===== config.mk =====
export PLATFORM = sky130hd
export DESIGN_NAME = rtps_ctrl
export DESIGN_NICKNAME = d
export VERILOG_FILES = /design/src/hw/rtl/rtps_pkg.sv /design/src/hw/rtl/rtps_ctrl.sv
export SDC_FILE = /design/constraint.sdc
export NUM_CORES = 1
export LEC_CHECK = 0
export ABC_AREA = 1
export BUFFER_PORTS_ARGS = -buffer_cell sky130_fd_sc_hd__buf_2
export CAP_MARGIN = 10
export CORE_UTILIZATION = 50
export CTS_CLUSTER_DIAMETER = 40
export CTS_CLUSTER_SIZE = 24
export DETAILED_ROUTE_END_ITERATION = 8
export HOLD_SLACK_MARGIN = 0.05
export PLACE_DENSITY = 0.74
export SKIP_LAST_GASP = 1
export SLEW_MARGIN = 20
export SYNTH_ARGS = -nofsm -noshare
export SYNTH_HDL_FRONTEND = slang
export SYNTH_SLANG_ARGS = --single-unit

===== constraint.sdc =====
create_clock -name clk -period 2.65 [get_ports clk]
set_input_delay 0.265 -clock clk [delete_from_list [all_inputs] [get_ports clk]]
set_output_delay 0.265 -clock clk [all_outputs]
set_load 0.02 [all_outputs]

===== src/hw/rtl/rtps_pkg.sv =====
// Shared types, constants and helper functions for the triple product sum core.
// Used by rtps_ctrl, rtps_dp and rys_triple_product_sum_core.
package rtps_pkg;

  // Store geometry and root limits
  localparam int STORE_DEPTH = 4096;
  localparam int MAX_ROOTS   = 16;
  localparam int ADDR_W      = 12;
  localparam int IDX_W       = ADDR_W + 1;
  localparam int ROOT_W      = 5;

  // Item opcodes
  localparam logic OPC_WRITE   = 1'b0;
  localparam logic OPC_COMPUTE = 1'b1;

  // binary64 constants
  localparam logic [63:0] QNAN_BITS = 64'h7FF8_0000_0000_0000;
  localparam logic [63:0] INF_BITS  = 64'h7FF0_0000_0000_0000;
  localparam logic [63:0] SIGN_BIT  = 64'h8000_0000_0000_0000;

  typedef logic signed [13:0] exp_t;

  localparam exp_t EXP_BIAS  = 14'sd1075;
  localparam exp_t EXP_MIN   = -14'sd1074;
  localparam exp_t EXP_LIMIT = 14'sd2047;
  localparam logic [6:0] NORM_TOP = 7'd125;

  // Controller states
  typedef enum logic [3:0] {
    ST_IDLE, ST_RD_X, ST_RD_Y, ST_RD_Z, ST_CAP_Z, ST_SPEC, ST_MUL, ST_LZA,
    ST_NORM, ST_ALIGN, ST_ADD, ST_LZC, ST_SHIFT, ST_PACK, ST_NEXT, ST_OUT
  } state_t;

  // Datapath operations
  typedef enum logic [4:0] {
    OP_NONE, OP_LOAD, OP_WRITE, OP_RD_X, OP_RD_Y, OP_RD_Z, OP_CAP_Z,
    OP_SPEC, OP_MUL, OP_LZA, OP_NORM, OP_ALIGN, OP_ADD, OP_LZC, OP_SHIFT,
    OP_PACK, OP_STAGE2, OP_ACCUM, OP_OUT
  } dp_op_t;

  typedef struct packed {
    dp_op_t              op;
    logic [ROOT_W-1:0]   root;
    logic [2:0]          mul_step;
    logic                with_c;
  } dp_cmd_t;

  typedef struct packed {
    logic spec_hit;
    logic use_add;
    logic add_cancel;
    logic out_busy;
  } dp_stat_t;

  function automatic logic is_nan(input logic [63:0] b);
    return (b[62:52] == 11'h7FF) && (b[51:0] != '0);
  endfunction

  function automatic logic is_inf(input logic [63:0] b);
    return (b[62:52] == 11'h7FF) && (b[51:0] == '0);
  endfunction

  function automatic logic is_zero(input logic [63:0] b);
    return b[62:0] == '0;
  endfunction

  function automatic logic [52:0] unpack_m(input logic [63:0] b);
    return (b[62:52] == '0) ? {1'b0, b[51:0]} : {1'b1, b[51:0]};
  endfunction

  function automatic exp_t unpack_e(input logic [63:0] b);
    return (b[62:52] == '0) ? EXP_MIN : ($signed({3'b000, b[62:52]}) - EXP_BIAS);
  endfunction

  // Index of the highest set bit
  function automatic logic [6:0] top_bit(input logic [127:0] v);
    logic [6:0] k;
    k = '0;
    for (int i = 0; i < 128; i++) begin
      if (v[i]) k = 7'(i);
    end
    return k;
  endfunction

  // Right shift; bits shifted out are ORed into bit 0
  function automatic logic [127:0] shr_sticky(input logic [127:0] a, input logic [13:0] s);
    logic [127:0] r;
    logic [127:0] mask;
    if (s >= 14'd128) begin
      r = {127'b0, |a};
    end else begin
      mask = ~({128{1'b1}} << s[6:0]);
      r    = a >> s[6:0];
      r[0] = r[0] | (|(a & mask));
    end
    return r;
  endfunction

endpackage


===== src/hw/rtl/rtps_ctrl.sv =====
// Sequencer for the triple product sum core: root loop and FMA step order.
// Depends on rtps_pkg; drives rtps_dp through dp_cmd_t, reads dp_stat_t.
module rtps_ctrl
  import rtps_pkg::*;
(
  input  logic                clk,
  input  logic                rst,
  input  logic                in_valid,
  output logic                in_stall,
  input  logic                opcode,
  input  logic                cfg_valid,
  output logic                cfg_ready,
  input  logic [4:0]          cfg_data,
  output dp_cmd_t             cmd,
  input  dp_stat_t            stat
);

  state_t            state, state_next;
  logic [ROOT_W-1:0] root, root_next;
  logic [ROOT_W-1:0] roots, roots_next;
  logic              phase, phase_next;
  logic [2:0]        mul_step, mul_step_next;
  logic [4:0]        root_count;

  assign cfg_ready = 1'b1;

  // Root count register
  always_ff @(posedge clk) begin
    if (rst) begin
      root_count <= 5'd1;
    end else if (cfg_valid && cfg_ready) begin
      root_count <= cfg_data;
    end
  end

  // State register
  always_ff @(posedge clk) begin
    if (rst) begin
      state    <= ST_IDLE;
      root     <= '0;
      roots    <= ROOT_W'(1);
      phase    <= 1'b0;
      mul_step <= '0;
    end else begin
      state    <= state_next;
      root     <= root_next;
      roots    <= roots_next;
      phase    <= phase_next;
      mul_step <= mul_step_next;
    end
  end

  // Next state and commands
  always_comb begin
    state_next    = state;
    root_next     = root;
    roots_next    = roots;
    phase_next    = phase;
    mul_step_next = mul_step;
    in_stall      = 1'b1;
    cmd.op        = OP_NONE;
    cmd.root      = root;
    cmd.mul_step  = mul_step;
    cmd.with_c    = phase && (root != '0);
    case (state)
      ST_IDLE: begin
        in_stall = 1'b0;
        if (in_valid) begin
          if (opcode == OPC_WRITE) begin
            cmd.op = OP_WRITE;
          end else begin
            cmd.op     = OP_LOAD;
            root_next  = '0;
            phase_next = 1'b0;
            if (root_count == '0) roots_next = ROOT_W'(1);
            else if (root_count > 5'(MAX_ROOTS)) roots_next = ROOT_W'(MAX_ROOTS);
            else roots_next = root_count;
            state_next = ST_RD_X;
          end
        end
      end
      ST_RD_X:  begin cmd.op = OP_RD_X;  state_next = ST_RD_Y;  end
      ST_RD_Y:  begin cmd.op = OP_RD_Y;  state_next = ST_RD_Z;  end
      ST_RD_Z:  begin cmd.op = OP_RD_Z;  state_next = ST_CAP_Z; end
      ST_CAP_Z: begin cmd.op = OP_CAP_Z; state_next = ST_SPEC;  end
      ST_SPEC: begin
        cmd.op        = OP_SPEC;
        mul_step_next = '0;
        state_next    = stat.spec_hit ? ST_NEXT : ST_MUL;
      end
      ST_MUL: begin
        cmd.op        = OP_MUL;
        mul_step_next = mul_step + 3'd1;
        if (mul_step == 3'd4) state_next = stat.use_add ? ST_LZA : ST_LZC;
      end
      ST_LZA:   begin cmd.op = OP_LZA;   state_next = ST_NORM;  end
      ST_NORM:  begin cmd.op = OP_NORM;  state_next = ST_ALIGN; end
      ST_ALIGN: begin cmd.op = OP_ALIGN; state_next = ST_ADD;   end
      ST_ADD: begin
        cmd.op     = OP_ADD;
        state_next = stat.add_cancel ? ST_NEXT : ST_LZC;
      end
      ST_LZC:   begin cmd.op = OP_LZC;   state_next = ST_SHIFT; end
      ST_SHIFT: begin cmd.op = OP_SHIFT; state_next = ST_PACK;  end
      ST_PACK:  begin cmd.op = OP_PACK;  state_next = ST_NEXT;  end
      ST_NEXT: begin
        if (!phase) begin
          cmd.op     = OP_STAGE2;
          phase_next = 1'b1;
          state_next = ST_SPEC;
        end else begin
          cmd.op     = OP_ACCUM;
          phase_next = 1'b0;
          if (root + ROOT_W'(1) == roots) begin
            state_next = ST_OUT;
          end else begin
            root_next  = root + ROOT_W'(1);
            state_next = ST_RD_X;
          end
        end
      end
      ST_OUT: begin
        if (!stat.out_busy) begin
          cmd.op     = OP_OUT;
          state_next = ST_IDLE;
        end
      end
      default: state_next = ST_IDLE;
    endcase
  end

endmodule


# Yosys cells after proc, flatten, opt, wreduce, memory -nomap -nowiden
# Index checks and enable logic that the tools add are counted.
totals:
  memories: 0
  out_inout_bits: 16
  regBits: 23
  rom_bits: 0
  elab_cells: 70
  ramBits: 0
  latchBits: 0
  inputBits: 14
op_classes:
  div: 0
  add_sub_neg: 2
  bitwise: 0
  mux: 28
  n_eq_ne: 23
  shift: 0
  n_mul: 0
  n_reduce_logical: 10
  n_lt_le_gt_ge: 1
op_table:
  columns: ["op", "n"]
  rows:
  - ["$pmux 5 s16", 1]
  - ["$pmux 4 s16", 1]
  - ["$mux 5", 7]
  - ["$eq 4x4->1 const B", 8]
  - ["$mux 4", 8]
  - ["$eq 4x3->1 const B", 4]
  - ["$ne 2x2->1 const B", 6]
  - ["$pmux 5 s2", 1]
  - ["$eq 4x2->1 const B", 2]
  - ["$pmux 3 s2", 1]
  - ["$reduce_and 3->1", 2]
  - ["$add 5x1->5 const B", 1]
  - ["$eq 5x5->1", 1]
  - ["$gt 5x5->1 const B", 1]
  - ["$logic_not 5->1", 1]
  - ["$mux 1", 5]
  - ["$reduce_and 5->1", 1]
  - ["$reduce_bool 5->1", 1]
  - ["$eq 4x1->1 const B", 1]
  - ["$logic_not 4->1", 1]
  - ["$mux 2", 2]
  - ["$reduce_and 4->1", 1]
  - ["$reduce_bool 2->1", 2]
  - ["$add 3x1->3 const B", 1]
  - ["4 further kinds", 4]

# Longest topological paths before layout
depth:
  ltp_word: 5
  ltp_mapped: 13
  mapped_depth_nobuf: 12

# Worst setup path after synthesis
# OpenSTA, ideal clock, no wires.
synth_path:
  path_type: "reg2reg"
  startpoint: "register root[0]"
  endpoint: "register root[0]"
  setup_ps: 116
  path_stages_with_launch: 13
  slack_ps: 872
  n_path_buf: 1
  arrival_ps: 1662
  path_cell_list: "dfxtp_1 -> inv_2 -> ha_1 -> inv_1 -> nand2_1 -> nand2_1 -> nor2_1 -> nand3_1 -> nor2_2 -> nand3_2 -> buf_6 -> a21oi_1 -> nor2_1"
synth_between:
  elab_chain_cells: 4
  elab_cells_between_ends: 7
synth_lines:
  columns: ["item", "line_no", "text"]
  rows:
  - ["start, declared", "rtps_ctrl.sv:19", "logic [ROOT_W-1:0] root, root_next;"]
  - ["start signal, assigned", "rtps_ctrl.sv:46", "root <= root_next;"]
  - ["$add 5x1->5 (*)", "rtps_ctrl.sv:114, rtps_ctrl.sv:117", null]
  - ["$eq 5x5->1 or $mux 5 (tied branches)", "rtps_ctrl.sv:114", "if (root + ROOT_W'(1) == roots) begin"]
  - ["$ne 2x2->1 (no source line) or $mux 5 (tied branches)", null, null]
  - ["$reduce_and 5->1 (no source line) or $pmux 5 s2 (tied branches)", null, null]
# Every way passes the cells marked *; elsewhere a longest branch is shown, timed or not. The select of a mux whose other input is x is not followed.
# A chain may end at the register's enable or synchronous reset.

==> results by stage <==
Critical path:
- The signal arrival time at the worst endpoint is between 1500 and 2000 ps.
- The startpoint of the worst-slack reg-to-reg timing path is root[0].
- Of all nets on the critical path, the largest fanout is 8.
- The critical path class is register to output port.
- Across all register-to-register paths, the minimum setup slack is 810 ps.
- The required time of the critical path is about 2400 ps.
- The startpoint type of the worst setup path is a register.
- The critical path capture point type is an output port.
- Measured in cells, the most critical reg-to-reg path has a length of 12.
- The worst reg2reg path endpoint is root[1].

Routing:
- The via-per-instance ratio is 5.16.
- The number of design rule violations left after detail routing is 0.
- The average detailed-routed wire length per instance is 10.8 um.
- The via count is 1423.
- The number of iterations in the first detailed-routing pass is 4.
- The routed wire length is roughly 3000 um.
- The post-detailed-route count of antenna-violating nets is 0.
- In this run, the number of DRC markers left after iteration 0 of detailed routing was 47.

GRT:
- The total overflow left after global routing is 0.
- The via count of the first global-routing pass came to 1214.
- The initial antenna violation count was 0.
- The first global-routing pass estimated 5190 um of wire.
- The global-route usage over all layers is 0.206.
- Entering global routing, the biggest net connects 15 pins.

Clock network:
- The number of buffers on the longest clock path is 2.
- The TritonCTS buffer count is 3.
- TritonCTS built the clock tree.
- In this run the number of H-tree levels came out at 1.
- Clock-pin slew was measured on the worst setup and hold paths at 140 ps.
- Clock tree synthesis found a total of 23 sinks.
- Once the clock tree was built, the resizer swapped 0 gates to a different size.
- Buffers inserted to repair hold after CTS numbered 0.
- The cell sitting at the root of the clock tree is a sky130_fd_sc_hd__clkbuf_4.
- The number of buffers inserted by post-CTS setup repair is 0.
- The source-to-sink clock delay at the later pin of the worst-skew pair is 320 ps.

Hold path:
- The worst hold path terminates at root_count[0].
- The tightest min-delay check is of the input port to register type.
- Counting instances, the worst hold path has a depth of 3.
- The worst hold path startpoint is cfg_data[0].

Place:
- The number of input and output port buffers inserted is 28.
- The final weighted congestion in routability-driven placement is 0.854.
- After legalization and detailed placement, the total HPWL measured 2280 um.

STA:
- Hold timing on the final database bottoms out at a slack of between 100 and 150 ps.
- Based on the critical path, the design can be clocked at up to 530 MHz.
- The final critical delay including setup and external delays is 1890 ps.
- The number of max-slew violations in the final report was 0.
- The final hold violation count is 0.
- In the final timing run, aggregate negative setup slack is 0 ps.
- Setup repair after global routing left no endpoint under its margin.
- The worst clock skew on the final layout is 0.977 ps.
- The final clock period utilization by the worst path is 0.712.
- The final number of setup-violating endpoints is 0.

Synth:
- The net count after synthesis is 236.
- The netlist uses 29 different library cells.
- The synthesized netlist occupies a cell area of 1430 um^2.
- By area the synthesized netlist is led by sky130_fd_sc_hd__dfxtp_1 32%, sky130_fd_sc_hd__nand2_1 15%, sky130_fd_sc_hd__inv_1 7.1%.
- The gate count of the mapped netlist is around 220.
- The sequential share of the synthesized area is 0.323.
- The average cell area after synthesis is 6.55 um^2.
- The Yosys step of the flow raised 0 warnings.
- The share of the synthesized area in the top cell type is 0.323.
- The cell accounting for the most synthesized area is sky130_fd_sc_hd__dfxtp_1.
- In this run, synthesis produced a sequential element count of 23.

Layout:
- In the final design database the tool counted 264 nets.
- The total inserted antenna cells is 0.
- In the final layout, the share of cells above drive strength 1 is 0.200.
- Compared with the post-synthesis result, the final layout area differs by 12.2%.
- Fill cells in the final layout number 300.
- The library cell used most frequently in the layout, excluding fill and tap cells, is sky130_fd_sc_hd__nand2_1.
- The top cell types in the final layout, fill and taps aside, are 58 x sky130_fd_sc_hd__nand2_1, 28 x sky130_fd_sc_hd__buf_2, 27 x sky130_fd_sc_hd__inv_1.

Floorplanning:
- The placeable core region is between 2000 and 3000 um^2.
- The initial utilization of the core area, before any placement, comes to 0.522.
- The die width is 55.4 um.
- The I/O pin total is 30.
- The die covers 3070 um^2.
- In this run the core area contains 19 standard-cell rows.
- The floorplan step set the die height to 55.4 um.

Status:
- The flow ran to the end, and the final reports show no timing, DRC or antenna violations.

Power:
- For this design the ratio of total power to cell area is 463 nW/um^2.
- The worst-case IR drop observed on VDD is 0.000383 V.
- The leakage power total is 0.776 nW.

Run:
- The max-capacitance violation count is 0.
cell families after synthesis:
group | after synthesis | share of synthesized area
adders and majority gates | 4 | 0.0351
buffers and inverters | 37 | 0.109
other | 1 | 0.00263
DFF | 23 | 0.323
AOI/OAI and AO/OA | 37 | 0.160
and+or+nand+nor | 116 | 0.371
worst max-delay path, cell delays in order (launching register included):
cell and delay, ps:
sky130_fd_sc_hd__dfxtp_1 540, sky130_fd_sc_hd__nor2_1 90, sky130_fd_sc_hd__nand2_2 160, sky130_fd_sc_hd__inv_2 80, sky130_fd_sc_hd__nand2_2 150, sky130_fd_sc_hd__o211ai_1 110, sky130_fd_sc_hd__buf_2 170
cell usage after synthesis:
library cell,number
sky130_fd_sc_hd__nand2_1,58
sky130_fd_sc_hd__inv_1,27
sky130_fd_sc_hd__dfxtp_1,23
sky130_fd_sc_hd__nor2_1,23
sky130_fd_sc_hd__a21oi_1,17
sky130_fd_sc_hd__nand3_1,16
sky130_fd_sc_hd__o21ai_0,8
sky130_fd_sc_hd__nand4_1,5
sky130_fd_sc_hd__ha_1,4
sky130_fd_sc_hd__inv_2,4
sky130_fd_sc_hd__o211ai_1,4
sky130_fd_sc_hd__a211oi_1,3
sky130_fd_sc_hd__nor2_2,3
sky130_fd_sc_hd__nor3_1,3
sky130_fd_sc_hd__a21oi_2,2
sky130_fd_sc_hd__buf_4,2
sky130_fd_sc_hd__nand2_2,2
sky130_fd_sc_hd__nand2_4,2
sky130_fd_sc_hd__nand3b_1,2
sky130_fd_sc_hd__a21oi_4,1
sky130_fd_sc_hd__a41oi_1,1
sky130_fd_sc_hd__buf_2,1
sky130_fd_sc_hd__buf_6,1
sky130_fd_sc_hd__clkbuf_1,1
sky130_fd_sc_hd__clkinv_1,1
sky130_fd_sc_hd__conb_1,1
sky130_fd_sc_hd__nand3_2,1
sky130_fd_sc_hd__nor2_8,1
sky130_fd_sc_hd__o21ai_2,1
per-layer routing:
| layer | GRT usage | wire (um) | up-vias |
|---|---|---|---|
| li1 | - | - | 758 |
| met5 | 0 | 0 | - |
| met4 | 0.0429 | 24 | 0 |
| met1 | 0.281 | 1510 | 626 |
| met3 | 0.0515 | 140 | 5 |
| met2 | 0.329 | 1310 | 34 |
state kept, by name (all words and copies together) (netlist names):
signal,cells
mul_step,3
phase,1
root,5
root_count,5
roots,5
state,4
how the worst max path moves through the flow:
stage | depth (start not counted) | startpoint | to | slack [ps]
detailed placement | 11 | root[0] | root[0] | 840
global route | 12 | root[0] | root[1] | 570
global placement | 11 | root[0] | root[0] | 870
floorplan | 12 | root[0] | root[0] | 870
finish | 6 | state[1] | cmd[9] | 760
CTS | 6 | state[1] | cmd[9] | 750
where the power goes:
| group | internal [mW] | switching (mW) | leakage [nW] |
|---|---|---|---|
| combinational | 0.0653 | 0.111 | 0.574 |
| clock | 0.0578 | 0.118 | 0.0139 |
| sequential | 0.365 | 0.0242 | 0.188 |
through the flow:
| stage | total power, mW | area [um^2] | util | setup slack (ps) | instances |
|---|---|---|---|---|---|
| after floorplan | 0.530 | 1430 | - | 872 | 218 |
| after global placement | 0.572 | 1570 | 0.575 | 874 | 272 |
| after detailed placement | 0.574 | 1570 | 0.575 | 835 | 272 |
| after CTS | 0.745 | 1600 | 0.586 | 753 | 276 |
| after global routing | 0.787 | 1600 | 0.586 | 569 | 276 |
| final | 0.742 | 1600 | 0.586 | 763 | 276 |
area by class of cell:
cell class,instances,area (um^2),area share
clock buffers,3,22.5,0.0141
clock inverters,1,7.51,0.00469
inverters,32,120,0.0750
multi-input cells,158,812,0.507
flip-flops and latches,23,460,0.287
well taps,31,38.8,0.0242
repair buffers,28,140,0.0875
Power figures use the tool's default switching activity.
